`config.mk`:
```
export PLATFORM = sky130hd
export DESIGN_NAME = tile_pixel_shifter
export DESIGN_NICKNAME = d
export VERILOG_FILES = /design/src/sv/tps_pkg.sv /design/src/sv/tps_dot_logic.sv /design/src/sv/tile_pixel_shifter.sv
export SDC_FILE = /design/constraint.sdc
export NUM_CORES = 1
export LEC_CHECK = 0
export ABC_AREA = 1
export BUFFER_PORTS_ARGS = -buffer_cell sky130_fd_sc_hd__buf_2
export CAP_MARGIN = 20
export CORE_MARGIN = 4
export CORE_UTILIZATION = 50
export CTS_CLUSTER_DIAMETER = 50
export DETAILED_ROUTE_END_ITERATION = 10
export PLACE_DENSITY = 0.74
export SLEW_MARGIN = 20
export SYNTH_ARGS = -nofsm -noshare
export SYNTH_HDL_FRONTEND = slang
export SYNTH_SLANG_ARGS = --single-unit
```
`constraint.sdc`:
```
create_clock -name clk -period 2.9 [get_ports clk]
set_input_delay 0.58 -clock clk [delete_from_list [all_inputs] [get_ports clk]]
set_output_delay 0.58 -clock clk [all_outputs]
set_load 0.005 [all_outputs]
```
`src/sv/tps_pkg.sv`:
```
// Shared types and constants for the tile pixel shifter.
// No dependencies; used by tps_dot_logic and tile_pixel_shifter.
package tps_pkg;

  localparam int TILE_WIDTH = 8;
  localparam int CNT_W      = 4;
  localparam logic [CNT_W-1:0] TILE_COUNT = CNT_W'(TILE_WIDTH);

  // Command codes carried in the input tuser
  typedef enum logic [1:0] {
    CMD_DOT      = 2'd0,
    CMD_PREFETCH = 2'd1,
    CMD_CLEAR    = 2'd2
  } cmd_e_t;

  // Frame write actions
  localparam logic [1:0] ACT_NONE     = 2'd0;
  localparam logic [1:0] ACT_BACKDROP = 2'd1;
  localparam logic [1:0] ACT_COLOR    = 2'd2;

  // Configuration register indexes
  localparam logic [1:0] REG_FINE_SCROLL  = 2'd0;
  localparam logic [1:0] REG_CLIP_LEFT    = 2'd1;
  localparam logic [1:0] REG_LAYER_ENABLE = 2'd2;

  // Leftmost column range hidden by clipping
  localparam logic [7:0] CLIP_LAST_X = 8'd7;

  typedef struct packed {
    logic [2:0] fine_scroll;
    logic       clip_left;
    logic       layer_enable;
  } cfg_t;

  typedef struct packed {
    logic [7:0]       low_shifter;
    logic [7:0]       high_shifter;
    logic [7:0]       low_feed;
    logic [7:0]       high_feed;
    logic [7:0]       current_attr;
    logic [2:0]       current_shift;
    logic [7:0]       next_attr;
    logic [2:0]       next_shift;
    logic [CNT_W-1:0] dot_counter;
  } shift_state_t;

  typedef struct packed {
    logic [1:0] cmd;
    logic       rendering;
    logic [7:0] pixel_x;
    logic [7:0] pattern_low;
    logic [7:0] pattern_high;
    logic [7:0] attr_byte;
    logic [2:0] attr_shift;
  } dot_item_t;

  typedef struct packed {
    logic [3:0] color_index;
    logic [1:0] frame_action;
    logic [1:0] bg_pixel;
  } dot_result_t;

endpackage

```
`src/sv/tps_dot_logic.sv`:
```
// Combinational next-state and pixel result for one item of the shifter.
// Depends on tps_pkg.
module tps_dot_logic (
  input  tps_pkg::shift_state_t st,
  input  tps_pkg::cfg_t         cfg,
  input  tps_pkg::dot_item_t    item,
  output tps_pkg::shift_state_t st_nxt,
  output logic                  res_valid,
  output tps_pkg::dot_result_t  res
);

  logic [tps_pkg::CNT_W-1:0] cnt_dec;
  logic                      load;
  logic [7:0]                low_feed_ld;
  logic [7:0]                high_feed_ld;
  logic [7:0]                cur_attr_ld;
  logic [2:0]                cur_shift_ld;
  logic [7:0]                nxt_attr_ld;
  logic [2:0]                nxt_shift_ld;
  logic [tps_pkg::CNT_W-1:0] cnt_ld;
  logic [2:0]                tap;
  logic [1:0]                pix;
  logic [7:0]                attr_sel;
  logic [2:0]                shift_sel;
  logic [7:0]                attr_shifted;
  logic [1:0]                pal;
  logic                      clipped;

  // Count down the dot counter and reload the tile when it expires
  always_comb begin
    cnt_dec      = (st.dot_counter != '0) ? st.dot_counter - 1'b1 : '0;
    load         = (cnt_dec == '0);
    low_feed_ld  = load ? item.pattern_low  : st.low_feed;
    high_feed_ld = load ? item.pattern_high : st.high_feed;
    cur_attr_ld  = load ? st.next_attr      : st.current_attr;
    cur_shift_ld = load ? st.next_shift     : st.current_shift;
    nxt_attr_ld  = load ? item.attr_byte    : st.next_attr;
    nxt_shift_ld = load ? item.attr_shift   : st.next_shift;
    cnt_ld       = load ? tps_pkg::TILE_COUNT : cnt_dec;
  end

  // Pick the pixel at the fine scroll tap and the palette of its tile
  always_comb begin
    tap          = 3'd7 - cfg.fine_scroll;
    pix          = {st.high_shifter[tap], st.low_shifter[tap]};
    if (cnt_ld <= {1'b0, cfg.fine_scroll}) begin
      attr_sel  = nxt_attr_ld;
      shift_sel = nxt_shift_ld;
    end else begin
      attr_sel  = cur_attr_ld;
      shift_sel = cur_shift_ld;
    end
    attr_shifted = attr_sel >> shift_sel;
    pal          = attr_shifted[1:0];
    clipped      = cfg.clip_left && (item.pixel_x <= tps_pkg::CLIP_LAST_X);
  end

  // Apply the command to the state and form the result
  always_comb begin
    st_nxt    = st;
    res_valid = 1'b0;
    res       = '0;
    unique case (tps_pkg::cmd_e_t'(item.cmd))
      tps_pkg::CMD_DOT: begin
        res_valid           = 1'b1;
        st_nxt.low_shifter  = {st.low_shifter[6:0], low_feed_ld[7]};
        st_nxt.high_shifter = {st.high_shifter[6:0], high_feed_ld[7]};
        st_nxt.low_feed     = {low_feed_ld[6:0], 1'b0};
        st_nxt.high_feed    = {high_feed_ld[6:0], 1'b0};
        st_nxt.current_attr  = cur_attr_ld;
        st_nxt.current_shift = cur_shift_ld;
        st_nxt.next_attr     = nxt_attr_ld;
        st_nxt.next_shift    = nxt_shift_ld;
        st_nxt.dot_counter   = cnt_ld;
        if (item.rendering) begin
          if ((pix == 2'd0) || clipped) begin
            res.frame_action = tps_pkg::ACT_BACKDROP;
          end else begin
            res.bg_pixel = pix;
            if (cfg.layer_enable) begin
              res.frame_action = tps_pkg::ACT_COLOR;
              res.color_index  = {pal, pix};
            end
          end
        end
      end
      tps_pkg::CMD_PREFETCH: begin
        st_nxt.low_shifter   = st.low_feed;
        st_nxt.high_shifter  = st.high_feed;
        st_nxt.low_feed      = item.pattern_low;
        st_nxt.high_feed     = item.pattern_high;
        st_nxt.current_attr  = st.next_attr;
        st_nxt.current_shift = st.next_shift;
        st_nxt.next_attr     = item.attr_byte;
        st_nxt.next_shift    = item.attr_shift;
        st_nxt.dot_counter   = tps_pkg::TILE_COUNT;
      end
      tps_pkg::CMD_CLEAR: begin
        st_nxt = '0;
      end
      default: begin
        st_nxt = st;
      end
    endcase
  end

endmodule

```
`src/sv/tile_pixel_shifter.sv`:
```
// Tile pixel shifter: each result is registered in out_data_r, or in the skid entry while
// out_* stalls. Throughput 1 item per cycle while the skid entry is empty; the state update
// of each item finishes in the cycle it is accepted, and a two-entry output buffer keeps
// input flowing in a stall until the skid entry fills. Non-dot items give no result.
// Synchronous active-low reset clears all shift state, empties the output
// buffer and sets fine_scroll 0, clip_left 0, layer_enable 1; needs tps_pkg, tps_dot_logic.
module tile_pixel_shifter (
  input  logic        clk,
  input  logic        rst_n,
  // configuration write port
  input  logic        cfg_we,
  input  logic [1:0]  cfg_index,
  input  logic [2:0]  cfg_data,
  // input stream
  input  logic        in_tvalid,
  output logic        in_tready,
  // tdata: pixel_x[7:0], pattern_low[15:8], pattern_high[23:16],
  //        attr_byte[31:24], attr_shift[34:32], zero[39:35]
  input  logic [39:0] in_tdata,
  // tuser: cmd[1:0], rendering[2]
  input  logic [2:0]  in_tuser,
  // result stream
  output logic        out_tvalid,
  input  logic        out_tready,
  // tdata: bg_pixel[1:0], frame_action[3:2], color_index[7:4]
  output logic [7:0]  out_tdata
);

  tps_pkg::cfg_t         cfg_r;
  tps_pkg::shift_state_t st_r;
  tps_pkg::shift_state_t st_nxt;
  tps_pkg::dot_item_t    item;
  tps_pkg::dot_result_t  res;
  tps_pkg::dot_result_t  out_data_r;
  tps_pkg::dot_result_t  skid_data_r;
  logic                  res_valid;
  logic                  out_valid_r;
  logic                  skid_valid_r;
  logic                  in_xfer;
  logic                  out_xfer;

  assign in_xfer  = in_tvalid && in_tready;
  assign out_xfer = out_valid_r && out_tready;

  // Unpack the input transfer
  always_comb begin
    item.cmd          = in_tuser[1:0];
    item.rendering    = in_tuser[2];
    item.pixel_x      = in_tdata[7:0];
    item.pattern_low  = in_tdata[15:8];
    item.pattern_high = in_tdata[23:16];
    item.attr_byte    = in_tdata[31:24];
    item.attr_shift   = in_tdata[34:32];
  end

  // Write configuration registers
  always_ff @(posedge clk) begin
    if (!rst_n) begin
      cfg_r.fine_scroll  <= 3'd0;
      cfg_r.clip_left    <= 1'b0;
      cfg_r.layer_enable <= 1'b1;
    end else if (cfg_we) begin
      unique case (cfg_index)
        tps_pkg::REG_FINE_SCROLL:  cfg_r.fine_scroll  <= cfg_data;
        tps_pkg::REG_CLIP_LEFT:    cfg_r.clip_left    <= cfg_data[0];
        tps_pkg::REG_LAYER_ENABLE: cfg_r.layer_enable <= cfg_data[0];
        default: cfg_r <= cfg_r;
      endcase
    end
  end

  tps_dot_logic u_dot (
    .st        (st_r),
    .cfg       (cfg_r),
    .item      (item),
    .st_nxt    (st_nxt),
    .res_valid (res_valid),
    .res       (res)
  );

  // Advance shift state on each input transfer
  always_ff @(posedge clk) begin
    if (!rst_n) begin
      st_r <= '0;
    end else if (in_xfer) begin
      st_r <= st_nxt;
    end
  end

  // Output register with one skid entry
  assign in_tready = !skid_valid_r;

  always_ff @(posedge clk) begin
    if (!rst_n) begin
      out_valid_r  <= 1'b0;
      skid_valid_r <= 1'b0;
    end else if (skid_valid_r) begin
      if (out_tready) begin
        out_valid_r  <= 1'b1;
        skid_valid_r <= 1'b0;
      end
    end else if (!out_valid_r || out_tready) begin
      out_valid_r <= in_xfer && res_valid;
    end else if (in_xfer && res_valid) begin
      skid_valid_r <= 1'b1;
    end
  end

  always_ff @(posedge clk) begin
    if (skid_valid_r) begin
      if (out_tready) begin
        out_data_r <= skid_data_r;
      end
    end else if (!out_valid_r || out_tready) begin
      out_data_r <= res;
    end else begin
      skid_data_r <= res;
    end
  end

  assign out_tvalid = out_valid_r;
  assign out_tdata  = out_data_r;

`ifndef SYNTHESIS
  // Skid entry only fills behind a held output
  a_skid_behind_out: assert property (@(posedge clk) disable iff (!rst_n)
    skid_valid_r |-> out_valid_r)
    else $error("skid entry valid while output register empty");

  // Dot counter never exceeds one tile
  a_counter_range: assert property (@(posedge clk) disable iff (!rst_n)
    st_r.dot_counter <= tps_pkg::TILE_COUNT)
    else $error("dot counter beyond tile width");

  // Frame clear empties the shifters and counter
  a_frame_clear: assert property (@(posedge clk) disable iff (!rst_n)
    (in_xfer && (item.cmd == tps_pkg::CMD_CLEAR)) |=>
      (st_r.dot_counter == '0) && (st_r.low_shifter == '0) &&
      (st_r.high_shifter == '0))
    else $error("frame clear left state behind");

  // A dot taken with output free shows a result next cycle
  a_dot_result: assert property (@(posedge clk) disable iff (!rst_n)
    (in_xfer && (item.cmd == tps_pkg::CMD_DOT) && (!out_valid_r || out_tready))
      |=> out_valid_r)
    else $error("pixel dot produced no result");
`endif

endmodule
```
==> summary.md, run 1 <==
The run gives 0 as the max-capacitance violation count. Power spread over the standard cell area amounts to 565.6 mW/mm². Of the total power, registers draw 44.1%. The repair_antennas step left the layout with diodes totalling 0. Library cell occupying the most area in the post-synthesis netlist: sky130_fd_sc_hd__dfxtp_1. The clock net in this run drives a total of 81 sinks. The most used flip-flop cell after synthesis is sky130_fd_sc_hd__dfxtp_1. At the later pin of the worst-skew pair, clock insertion delay measures 0.35 ns. The cell with the most instances after synthesis was sky130_fd_sc_hd__nand2_1. The startpoint identified for the worst register-to-register timing path is st_r[1]. The number of cells traversed by the worst register-to-register path was 15; the core region area was 0.008341 mm². The run finished with clean final reports.

Final instance count without filler cells: 764. The number of I/O pins came out at 63. The logs give 882.3 µW for the power dissipated by switching net loads and 3.01 ns for the data required time of the worst path. In this run the remaining antenna-violating nets after routing total 0. The area added between synthesis and finish was 13.75%. The internal portion of the total power is 1904 µW. The final number of max-transition violations was 0; the setup TNS was 0 ns. Across all setup checks in the final design, the least slack found is 0.2987 ns. For this configuration, the core starts out at a cell density of 51.92%. Global routing finished with a remaining overflow of 0. Setup repair after global routing left no endpoint under its margin. Detailed placement ended at an HPWL of 7.581 mm.

The tools report the post-placement cell count as 748. The die boundary width works out to 101.1 µm. The clock transition at the registers of the reported paths came out at 0.08 ns.

For the overall routing resource usage, the log shows 22.30%. The logs give 3 for the number of H-tree branching levels and 609 for the gate count of the mapped netlist. Classification of the worst setup path: reg -> reg. TritonCTS built the clock tree. The number of nets produced by synthesis is 668. In this run, the number of DRC markers left after iteration 0 of detailed routing was 276. The run gives 10.99 mm as the routed wire length. In this run, synthesis inferred 16 flip-flops with an integrated enable. Kind of capture point of the worst setup path: a flop. The tools report the initial antenna violation count as 0. The run gives 0 as the number of buffers inserted by post-CTS setup repair. By count the netlist is led by sky130_fd_sc_hd__nand2_1, sky130_fd_sc_hd__dfxtp_1, sky130_fd_sc_hd__nor2_1. For this run, the top clock speed supported by timing is 0.3844 GHz. STA classifies the critical path startpoint as a flop.

For the worst setup path, the data arrival time is 2.71 ns. The routability congestion estimate from global placement is 0.8805, and the minimum clock period after layout is 2.601 ns. The floorplan step defined a die boundary enclosing 0.01021 mm². Entering global routing, the biggest net connects 59 pins. The fraction of synthesized cell area taken by the top area cell type came out at 30.05%.

In this run the static leakage power is 0.002037 µW. The actual slew at the worst max-slew pin works out to 0.6549 ns. The launch point of the worst path was st_r[1]. The post-detailed-route via-to-cell ratio is 5.547, and the portion of total power attributed to combinational logic is 22.1%. With fillers left out, the area of the finished cells amounts to 0.004926 mm². Sequential cells were found to cover 41.14% of the synthesized design area. The switching power share of the total came out at 31.67%. The first global-routing pass estimated 18.46 mm of wire. The first detailed-routing pass took 5 iterations. The run gives 0.004693 mm² as the post-place instance area.

Buffers placed on the I/O ports in this run total 54. The tightest slew margin relative to the limit is 56.34%, and the cell area after synthesis is 0.004330 mm². CTS placed an instance of sky130_fd_sc_hd__clkbuf_8 at the clock tree root.

Of all nets on the critical path, the largest fanout is 11. The number of failing hold endpoints at the final stage is 0, and the cell row count is 33. Fill cells in the final layout number 773. For the final database, setup skew stands at 0.008807 ns. Setup violations remaining at the end of the flow were counted as 0. The final net count is 713. Ranked by total cell area, the synthesized netlist is headed by sky130_fd_sc_hd__dfxtp_1, sky130_fd_sc_hd__nand2_1, sky130_fd_sc_hd__edfxtp_1, sky130_fd_sc_hd__nor2_1, sky130_fd_sc_hd__a21oi_1. Worst flop-to-flop path endpoint: skid_data_r[7].

The via count of the first global-routing pass came out at 4043. The number of buffers on the longest clock path was 2. The logs give 0.30 ns for the slack of the worst reg-to-reg path and 0 for the count of unresolved DRC violations after routing. Dividing the synthesized area by the synthesized cell count gives 7.111 µm². The fraction of registers with async set or reset after synthesis was 0%; the share of power burned in the clock network was 33.8%.

The setup slack after placement is 0.3143 ns. For this block, the via count after detailed routing is 4238. Cells with a size suffix above 1 make up 16.54% of the layout. The number of clock buffers added by TritonCTS is 9. The total of flip-flops plus latches after synthesis works out to 81. The core occupancy in the finished layout was 59.06%. Die outline height: 101.1 µm. The tools report the end point of the critical path as skid_data_r[7]. The total of warnings raised by yosys came out at 0.

The portion of the clock cycle consumed by the worst path in the final layout was 89.70%; the mean routed wirelength per cell was 14.39 µm. After synthesis, the netlist uses 35 different library cells. The path class of the tightest hold or removal check is reg -> reg. The worst-case IR drop observed on VDD is 349.3 µV.
[metrics by stage]
step / power [µW] / hold WS (ns)
2_1_floorplan: 1692 / 0.4301
3_3_place_gp: 1845 / 0.4455
3_5_place_dp: 1861 / 0.4517
4_1_cts: 2792 / 0.4608
5_1_grt: 2937 / 0.4941
6_report: 2786 / 0.4581
[worst min path at each step]
stage                             from        to  slack, ns  cells after the start
after floorplan               cfg_r[1]  cfg_r[1]       0.43                      2
after global placement        cfg_r[1]  cfg_r[1]       0.45                      2
after detailed placement      cfg_r[1]  cfg_r[1]       0.45                      2
after CTS                 in_tdata[26]   st_r[9]       0.46                      3
after global routing          cfg_r[1]  cfg_r[1]       0.49                      2
final                         cfg_r[1]  cfg_r[1]       0.46                      2
[state kept, by name, indices dropped and copies added, names as in the netlist]
| name | count |
|---|---|
| cfg_r | 5 |
| out_tdata | 8 |
| out_tvalid | 1 |
| skid_data_r | 8 |
| skid_valid_r | 1 |
| st_r | 58 |
[power groups by stage]
stage | logic (µW) | clock network, µW | registers, µW
4_1_cts | 610 | 954 | 1230
5_1_grt | 701 | 1000 | 1230
2_1_floorplan | 448 | 0 | 1240
6_report | 616 | 942 | 1230
3_5_place_dp | 607 | 0 | 1250
3_3_place_gp | 594 | 0 | 1250
[cell usage in the layout, fill, tap and decap left out, types with 3 or more instances in the layout]
cell type | synthesis | routed
sky130_fd_sc_hd__ha_1 | 6 | 6
sky130_fd_sc_hd__o22ai_1 | 8 | 8
sky130_fd_sc_hd__dfxtp_1 | 65 | 65
sky130_fd_sc_hd__nand2_1 | 182 | 181
sky130_fd_sc_hd__inv_2 | 7 | 7
sky130_fd_sc_hd__o21ai_2 | 4 | 4
sky130_fd_sc_hd__buf_2 | 16 | 54
sky130_fd_sc_hd__edfxtp_1 | 16 | 16
sky130_fd_sc_hd__a22oi_1 | 20 | 20
sky130_fd_sc_hd__nand3_1 | 30 | 30
sky130_fd_sc_hd__buf_4 | 3 | 11
sky130_fd_sc_hd__o21ai_1 | 7 | 7
sky130_fd_sc_hd__or2_2 | 3 | 3
sky130_fd_sc_hd__clkbuf_8 | 0 | 9
sky130_fd_sc_hd__o21ai_0 | 38 | 38
sky130_fd_sc_hd__buf_12 | 0 | 3
sky130_fd_sc_hd__a21oi_1 | 41 | 41
sky130_fd_sc_hd__nand2_2 | 3 | 3
sky130_fd_sc_hd__nor2_1 | 63 | 63
sky130_fd_sc_hd__a221oi_1 | 7 | 7
sky130_fd_sc_hd__inv_1 | 34 | 34
sky130_fd_sc_hd__a211oi_1 | 3 | 3
sky130_fd_sc_hd__a31oi_1 | 20 | 20
[layout make-up]
class / instances / area, µm² / share of cell area, %
Sequential cell: 81 / 1782 / 36.17
Inverter: 41 / 153.9 / 3.124
Clock buffer: 9 / 123.9 / 2.515
Timing Repair Buffer: 68 / 412.9 / 8.382
Multi-Input combinational cell: 453 / 2221 / 45.09
Tap cell: 105 / 131.4 / 2.667
Clock inverter: 7 / 101.3 / 2.057
[worst max-delay path: stages (launching register included)]
cell	delay (ns)
sky130_fd_sc_hd__dfxtp_1	0.41
sky130_fd_sc_hd__nor2_1	0.08
sky130_fd_sc_hd__inv_1	0.08
sky130_fd_sc_hd__nand2_1	0.06
sky130_fd_sc_hd__a21oi_1	0.18
sky130_fd_sc_hd__ha_1	0.29
sky130_fd_sc_hd__a21oi_1	0.13
sky130_fd_sc_hd__nand2_1	0.07
sky130_fd_sc_hd__nand2_1	0.14
sky130_fd_sc_hd__buf_4	0.22
sky130_fd_sc_hd__nand3_1	0.10
sky130_fd_sc_hd__nand2_2	0.16
sky130_fd_sc_hd__nand2_1	0.07
sky130_fd_sc_hd__nand3_1	0.09
sky130_fd_sc_hd__nand3_1	0.11
sky130_fd_sc_hd__and3_1	0.18
[logic make-up (layout without fill, tap and decap cells)]
kind of cell / Yosys count / after routing / share of synthesized area, %
AO/OA/AOI/OAI: 154 / 154 / 21.41
adder cells (fa/ha/maj): 6 / 6 / 1.734
buffers and inverters: 75 / 125 / 7.743
flip-flops: 81 / 81 / 41.14
multiplexers: 1 / 1 / 0.2312
AND/OR/NAND/NOR: 292 / 292 / 27.74
[metal layers]
layer,track usage [%],up-vias,routed length [µm]
li1,-,2149,-
met1,28.28,1963,4898
met2,37.47,107,5380
met3,3.460,19,482
met4,9.509,0,231
met5,0,-,0
[timing repair]
| item | in CTS | in global routing |
|---|---|---|
| hold buffers | 0 | 0 |
| hold endpoints to repair | 0 | 0 |
| gates resized for setup | 0 | 2 |
| setup endpoints to repair | 0 | 3 |
No activity file was read; power rests on OpenSTA's default activity.
==> inputs of run 2 (changes only) <==
clock period = 2.7 ns   (was 2.9 ns; I/O delays follow)
==> run 2 against run 1 <==
- register-to-register slack lost 0.09 ns
- largest power group unchanged
- count of clock-buffer cells in the layout unchanged
- critical endpoint unchanged
- via count decreased by 0.12%
- worst setup slack got worse by 0.089 ns
- power is 8.3% higher
- fmax grew 4.5%
- combinational power grew 9.1%
- critical path type unchanged
- clock skew hardly changed
- core utilization is 0.21 points higher
- first-iteration DRC count fell by 14%
- flip-flop and latch count stayed put
==> summary.md, run 2 (synthesized netlist as in run 1, its figures left out) <==
The flow ran to the end, and the final reports show no timing, DRC or antenna violations. The global-route congestion overflow total was 0 (unchanged); the layout filler cell count was 788 (+1.9%). The die outline height is 101.1 µm (unchanged). The share of layout cells above drive strength 1 came out at 17.88% (+1.3 points). The sequential power share was 43.7% (-0.4 points). The portion of total power attributed to combinational logic was 22.3% (+0.2 points); the final number of max-transition violations was 0 (unchanged). The clock transition at the registers of the reported paths was 0.09 ns (about the same).

Traced cell by cell, the critical path runs through nor2_2 > nand2_1 > a21oi_2 > ha_1 > a21oi_1 > nand2_1 > nand2_2 > buf_6 > nand3_1 > nand2_2 > nand2_1 > nand3_1 > nand3_1 > and3_1. The post-cts resize count came out at 0 (unchanged). The count of unresolved DRC violations after routing was 0 (unchanged); the switching power share of the total was 32.09% (+0.42 points). For the cell row count, the log shows 33 (unchanged).

The portion of the clock cycle consumed by the worst path in the final layout came out at 92.22% (+2.5 points). The number of buffers on the longest clock path came out at 2 (unchanged). The pin count of the biggest net entering global routing came out at 48 (-19%). The clock latency on the worst-skew pair was 0.37 ns (+0.02 ns). The final-report setup violation count is 0 (unchanged).

The total power per unit cell area works out to 610.2 mW/mm² (+7.9%). STA classifies the critical path startpoint as a flop. For the tightest slew margin relative to the limit, the log shows 50.74% (-5.6 points). Number of buffers inserted by port buffering: 54 (unchanged). For the post-placement cell count, the log shows 749 (+0.13%). The path class of the tightest hold or removal check is in -> reg. The core region area was 0.008341 mm² (unchanged); the final net count was 714 (+0.14%).

Post-detailed-route via-to-cell ratio: 5.533 (-0.25%). The area added between synthesis and finish came out at 14.16%. The logs give 0 ns (unchanged) for the setup TNS and 0 (unchanged) for the initial antenna violation count.

The actual slew at the worst max-slew pin came out at 0.7340 ns (+0.07914 ns). The logs give 59.27% (+0.21 points) for the core occupancy in the finished layout and 0 (unchanged) for the hold-fix buffer count after cts. TritonCTS built the clock tree. The overall routing resource usage came out at 22.35% (+0.050 points). st_r holds more flip-flops than any other register. In the layout the commonest cells are sky130_fd_sc_hd__nand2_1, sky130_fd_sc_hd__dfxtp_1, sky130_fd_sc_hd__nor2_1, sky130_fd_sc_hd__buf_2, sky130_fd_sc_hd__a21oi_1. The internal power of the cells came out at 2049 µW (+7.6%).

The number of I/O pins came out at 63 (unchanged). The count of buffering cells on the critical path with inverters included works out to 1 (-1). The setup skew after layout is 0.008542 ns (-0.0002648 ns). Die area: 0.01021 mm² (unchanged). The data required time of the worst path was 2.83 ns (-0.18 ns). The library cell used most frequently in the layout, excluding fill and tap cells, is sky130_fd_sc_hd__nand2_1. The fmax came out at 0.4016 GHz (+4.5%). For the reported leakage power, the log shows 0.002036 µW (about the same).

The tools report the wire length on met2 as 5.303 mm (-1.4%). The maximum fanout count along the critical path was 11 (unchanged); the data arrival time of the critical path was 2.62 ns (-0.09 ns). The slack of the worst reg-to-reg path is 0.21 ns (-0.09 ns).

The first-pass GRT wire length came out at 18.49 mm (+0.19%). The number of failing hold endpoints at the final stage is 0 (unchanged). The mean routed wirelength per cell was 14.19 µm (-1.4%). Top layer used by detailed routing: met4. The longest individual stage delay on the worst path was 0.35 ns (-0.06 ns); the die boundary width was 101.1 µm (unchanged).

The number of buffers inserted by post-CTS setup repair was 0 (unchanged); the sum of net half-perimeters after detailed placement was 7.410 mm (-2.3%). The logs give 34.0% (+0.2 points) for the share of power burned in the clock network and 51.92% (unchanged) for the effective utilization at floorplan. The number of buffers inserted during clock tree synthesis came out at 9 (unchanged). The first-iteration detailed-routing DRC count was 237 (-14%); the final instance count without filler cells was 765 (+0.13%). The tools report the routed wire length on met3 as 547 µm (+13%). The logs give 399.3 µV (+14%) for the peak ir drop on the vdd network and 10.85 mm (-1.3%) for the routed wire length.

The classification of the worst setup path was reg -> reg. The count of inserted antenna diode cells is 0 (unchanged). The number of H-tree branching levels is 3 (unchanged), and the minimum clock period after layout is 2.490 ns (-0.1114 ns).

The worst setup path is captured at a flop. The number of flip-flops under the largest register name works out to 58 (unchanged). The tools report the met1 wire length as 4.795 mm (-2.1%). Among cell families on the critical path, the largest total delay comes from simple AND/OR/NAND/NOR gates.

The clock sink count is 81 (unchanged). The cell chosen for the clock root was sky130_fd_sc_hd__clkbuf_8. The detailed-router iteration count before antenna repair was 5 (unchanged). The via count of the first global-routing pass is 4035 (-0.20%), and the remaining antenna violation count is 0 (unchanged). The power dissipated by switching net loads is 967.9 µW (+9.7%), and the total via count in the routed design is 4233 (-0.12%). The routability congestion estimate from global placement was 0.8695 (-1.2%). Max-capacitance violation count: 0 (unchanged). The master of the slowest instance on the critical path is sky130_fd_sc_hd__dfxtp_2.
-- run 2: worst reg2reg max path: stages, from the launching register on --
cell and delay, ns:
sky130_fd_sc_hd__dfxtp_2 0.35, sky130_fd_sc_hd__nor2_2 0.14, sky130_fd_sc_hd__nand2_1 0.11, sky130_fd_sc_hd__a21oi_2 0.19
sky130_fd_sc_hd__ha_1 0.28, sky130_fd_sc_hd__a21oi_1 0.13, sky130_fd_sc_hd__nand2_1 0.07, sky130_fd_sc_hd__nand2_2 0.11
sky130_fd_sc_hd__buf_6 0.16, sky130_fd_sc_hd__nand3_1 0.10, sky130_fd_sc_hd__nand2_2 0.15, sky130_fd_sc_hd__nand2_1 0.07
sky130_fd_sc_hd__nand3_1 0.09, sky130_fd_sc_hd__nand3_1 0.11, sky130_fd_sc_hd__and3_1 0.19
-- run 2: final timing paths --
kind                     start             end  depth (start not counted)
setup / recovery       st_r[0]  skid_data_r[7]                         14
hold / removal    in_tdata[27]        st_r[10]                          3
hold reg to reg       cfg_r[1]        cfg_r[1]                          2
setup reg to reg       st_r[0]  skid_data_r[7]                         14
-- run 2: through the flow --
stage                     cell area, µm²  hold WS, ns  setup slack (ns)  power, µW
final                               4943       0.4359            0.2101       3017
after global routing                4943       0.4412          -0.03356       3180
after CTS                           4911       0.4215           0.08697       3011
after detailed placement            4688       0.4541            0.1163       1991
after global placement              4688       0.4452            0.1722       1979
after floorplan                     4330       0.4301            0.4085       1817
-- run 2: power groups by stage --
stage	registers, µW	clock network [µW]	logic, µW
2_1_floorplan	1340	0	481
3_3_place_gp	1340	0	636
3_5_place_dp	1350	0	645
4_1_cts	1320	1040	649
5_1_grt	1330	1090	768
6_report	1320	1030	672
-- run 2: layout make-up --
type / instances / area [µm²] / area share, %
flip-flops and latches: 81 / 1784 / 36.09
clock buffers: 9 / 123.9 / 2.506
multi-input cells: 453 / 2240 / 45.31
well taps: 105 / 131.4 / 2.658
repair buffers: 69 / 411.6 / 8.327
clock inverters: 7 / 98.84 / 1.999
inverters: 41 / 153.9 / 3.113
-- run 2: per-layer routing --
metal / global-route usage, % / vias to the layer above
li1: - / 2145
met1: 28.26 / 1967
met4: 8.998 / 0
met5: 0 / -
met3: 4.429 / 16
met2: 37.22 / 105
==> inputs of run 3 (changes only) <==
ABC_AREA = 0   (was 1)
ABC_CLOCK_PERIOD_IN_PS = 2700   (was unset)
SKIP_CTS_REPAIR_TIMING = 1   (was unset)
==> run 3 against run 2 <==
- fmax fell by 6.1%
- first-iteration DRC count fell by 3.0%
- area after synthesis rose by 2.7%
- core utilization fell by 0.43 points
- critical path type unchanged
- critical endpoint is now out_tdata[6]
- largest cell class unchanged
- largest power group unchanged
==> summary.md, run 3 <==
The run finished with clean final reports. The final number of max-transition violations was 0 (unchanged). Setup repair after global routing could not meet its margin everywhere. The most numerous cell on the critical path is sky130_fd_sc_hd__o211ai_1. The total via count in the routed design was 3899 (-7.9%). The min-delay analysis places its worst path in the category in -> reg.

Core region area: 0.008678 mm² (+4.1%). The share of layout cells above drive strength 1 came out at 22.95% (+5.1 points). The total of flip-flops plus latches after synthesis came out at 81 (unchanged). The tools report the overall routing resource usage as 20.97% (-1.4 points). The clock latency on the worst-skew pair is 0.36 ns (about the same).

The launching element type of the critical path was a flop. The cell row count is 34 (+3.0%), and the data arrival time of the critical path is 2.75 ns (+0.13 ns). The portion of the clock cycle consumed by the worst path in the final layout is 98.19% (+6.0 points). Counting instances in the post-synthesis netlist gives the leading cell types as sky130_fd_sc_hd__nand2_1, sky130_fd_sc_hd__dfxtp_1, sky130_fd_sc_hd__nor2b_1. The number of buffers on the longest clock path was 2 (unchanged); the final net count was 603 (-16%).

In the post-synthesis netlist, the cell with the most instances is sky130_fd_sc_hd__nand2_1. The number of flops mapped to enable cells by yosys is 16 (unchanged), and the switching power share of the total is 27.83% (-4.3 points). The run gives 47 (+34%) as the number of distinct standard cells referenced by the synthesized netlist. TritonCTS built the clock tree. The portion of total power attributed to combinational logic was 18.4% (-3.9 points); the area of all sequential standard cells was 0.001787 mm² (+0.14%). The mean routed wirelength per cell is 16.37 µm (+15%). The share of power burned in the clock network was 33.1% (-0.9 points); the layout filler cell count was 797 (+1.1%). The first-pass GRT wire length is 17.39 mm (-6.0%), and the number of I/O pins is 63 (unchanged). The pin count of the biggest net entering global routing came out at 45 (-6.3%).

CTS placed an instance of sky130_fd_sc_hd__clkbuf_8 at the clock tree root. Summed over all instances, the cell type with the most area after synthesis is sky130_fd_sc_hd__dfxtp_1. The die boundary width came out at 102.3 µm (+1.2%). The clock transition at the registers of the reported paths was 0.08 ns (about the same); the area of the multi-input gates was 0.002502 mm² (+12%). The fraction of registers with async set or reset after synthesis was 0% (unchanged). The logs give 9 (unchanged) for the number of buffers inserted during clock tree synthesis and 496 (-19%) for the gate count of the mapped netlist. The tools report the tightest slew margin relative to the limit as 47.98% (-2.8 points).

For the cell area after synthesis, the log shows 0.004448 mm² (+2.7%). The maximum fanout count along the critical path works out to 4 (-7). Top flip-flop cell by instance count after synthesis: sky130_fd_sc_hd__dfxtp_1.

The run gives 230 (-3.0%) as the first-iteration detailed-routing DRC count. The library cell used most frequently in the layout, excluding fill and tap cells, is sky130_fd_sc_hd__nand2_1. For the global-route congestion overflow total, the log shows 0 (unchanged). For the number of H-tree branching levels, the log shows 3 (unchanged). The sequential power share was 48.4% (+4.7 points).

The run gives 762.9 µW (-21%) as the power dissipated by switching net loads. For the routed wire length, the log shows 10.75 mm (-0.92%). The tools report the internal power of the cells as 1978 µW (-3.4%).

The remaining antenna violation count is 0 (unchanged). The run gives 0 (unchanged) as the total of warnings raised by yosys. The post-detailed-route via-to-cell ratio came out at 5.935 (+7.3%). The setup skew after layout came out at 0.009672 ns (+0.001130 ns). The number of flip-flops under the largest register name came out at 58 (unchanged). The total power per unit cell area works out to 536.9 mW/mm² (-12%).

The power after layout was 2741 µW (-9.1%). The data required time of the worst path is 2.80 ns (-0.03 ns). The share of synthesized area occupied by flip-flops and latches came out at 40.06% (-1.1 points). The count of unresolved DRC violations after routing came out at 0 (unchanged).

The minimum clock period after layout was 2.651 ns (+0.1611 ns). Walking the worst path, the cells encountered are or4b_4 > nand2_4 > ha_4 > a21oi_4 > nand2_2 > a211o_1 > a31o_2 > o211ai_1 > o211ai_1. The fraction of synthesized cell area taken by the top area cell type came out at 29.25% (-0.79 points). The reported leakage power was 0.002194 µW (+7.8%); the setup TNS was 0 ns (unchanged). The tools report the peak ir drop on the vdd network as 271.8 µV (-32%). The register with the most flip-flops in the final layout is st_r. The tools report the final-report setup violation count as 0 (unchanged). Among all stages on the critical path, the largest delay is contributed by sky130_fd_sc_hd__or4b_4. The run gives 0 (unchanged) as the number of failing hold endpoints at the final stage. STA classifies the critical path endpoint as a flop. The actual slew at the worst max-slew pin works out to 0.7803 ns (+0.04629 ns). Yosys attributes the largest share of cell area to sky130_fd_sc_hd__dfxtp_1, sky130_fd_sc_hd__edfxtp_1, sky130_fd_sc_hd__nor2b_1, sky130_fd_sc_hd__nand2_1, sky130_fd_sc_hd__a22oi_1. The area growth from synthesis to layout is 14.80%. The top cell types in the final layout, fill and taps aside, are sky130_fd_sc_hd__nand2_1, sky130_fd_sc_hd__dfxtp_1, sky130_fd_sc_hd__buf_2, sky130_fd_sc_hd__nor2b_1, sky130_fd_sc_hd__nand3_1.

For the initial antenna violation count, the log shows 0 (unchanged). The number of buffers inserted by port buffering works out to 54 (unchanged). The routability congestion estimate from global placement was 0.8624 (-0.82%); the clock sink count was 81 (unchanged). The logs give 3669 (-9.1%) for the via count of the first global-routing pass and 0.3772 GHz (-6.1%) for the fmax. The die outline height is 102.3 µm (+1.2%), and the detailed-router iteration count before antenna repair is 5 (unchanged). The die area is 0.01047 mm² (+2.5%). The worst setup path is of the reg -> reg kind. Max-capacitance violation count: 0 (unchanged).

The run gives 7.507 mm (+1.3%) as the sum of net half-perimeters after detailed placement. For the count of inserted antenna diode cells, the log shows 0 (unchanged). The effective utilization at floorplan was 51.25% (-0.67 points); the longest individual stage delay on the worst path was 0.56 ns (+0.21 ns). The mean instance size in the synthesized netlist is 8.968 µm² (+26%).

The number of nets produced by synthesis is 555 (-17%).
[run 3: cell types whose count changed after synthesis, moves of 20 or more]
cell	delta
sky130_fd_sc_hd__a21oi_1	-25
sky130_fd_sc_hd__clkbuf_1	+20
sky130_fd_sc_hd__inv_1	-24
sky130_fd_sc_hd__nand2_1	-113
sky130_fd_sc_hd__nor2_1	-43
sky130_fd_sc_hd__nor2b_1	+45
sky130_fd_sc_hd__o21ai_0	-26
[run 3: layout make-up]
| type | instances | area share [%] |
|---|---|---|
| Sequential cell | 81 | 34.99 |
| Tap cell | 108 | 2.646 |
| Multi-Input combinational cell | 365 | 49.01 |
| Clock buffer | 11 | 2.965 |
| Clock inverter | 5 | 1.054 |
| Inverter | 11 | 0.8086 |
| Timing Repair Buffer | 76 | 8.527 |
[run 3: path summary, 6_finish.rpt]
path / slack, ns / to / startpoint / depth (start not counted)
worst max-delay path: 0.05 / out_tdata[6] / st_r[2] / 9
worst min-delay path: 0.38 / skid_valid_r / out_tready / 2
worst max register to register: 0.05 / out_tdata[6] / st_r[2] / 9
worst min register to register: 0.49 / st_r[34] / st_r[34] / 2
[run 3: routing by layer]
layer | up-vias | part of all wire [%] | global-route usage, %
met2 | 140 | 45 | 32.03
li1 | 1898 | - | -
met5 | - | 0 | 0
met4 | 0 | 1.3 | 5.550
met1 | 1848 | 46 | 29.16
met3 | 13 | 7.3 | 6.143
[run 3: critical path, delay by kind of cell (launching register included)]
kind,cells,cell delay [ns]
fa+ha+maj,1,0.21
simple gates,3,0.72
compound gates,5,1.13
flops,1,0.33
[run 3: power by group through the flow]
stage	logic (µW)	clock network [µW]	registers, µW
4_1_cts	477	928	1330
3_5_place_dp	474	0	1360
5_1_grt	558	978	1340
2_1_floorplan	340	0	1340
6_report	505	908	1330
3_3_place_gp	463	0	1350
[run 3: kinds of logic after synthesis]
family | after synthesis | share of synthesized area [%]
flops | 81 | 40.06
compound gates | 109 | 18.48
fa+ha+maj | 6 | 1.688
mux | 33 | 9.958
simple gates | 217 | 25.01
buf+inv | 50 | 4.810
[run 3: per-stage QoR]
stage	utilization, %	std cells	instance area (µm²)	setup slack (ns)	hold WS, ns
3_5_place_dp	55.72	639	4836	-0.08899	0.4758
4_1_cts	58.09	655	5041	-0.1311	0.3673
2_1_floorplan	-	496	4448	0.01953	0.4498
5_1_grt	58.84	657	5106	-0.01844	0.3863
3_3_place_gp	55.72	639	4836	0.02923	0.4673
6_report	58.84	657	5106	0.04900	0.3799
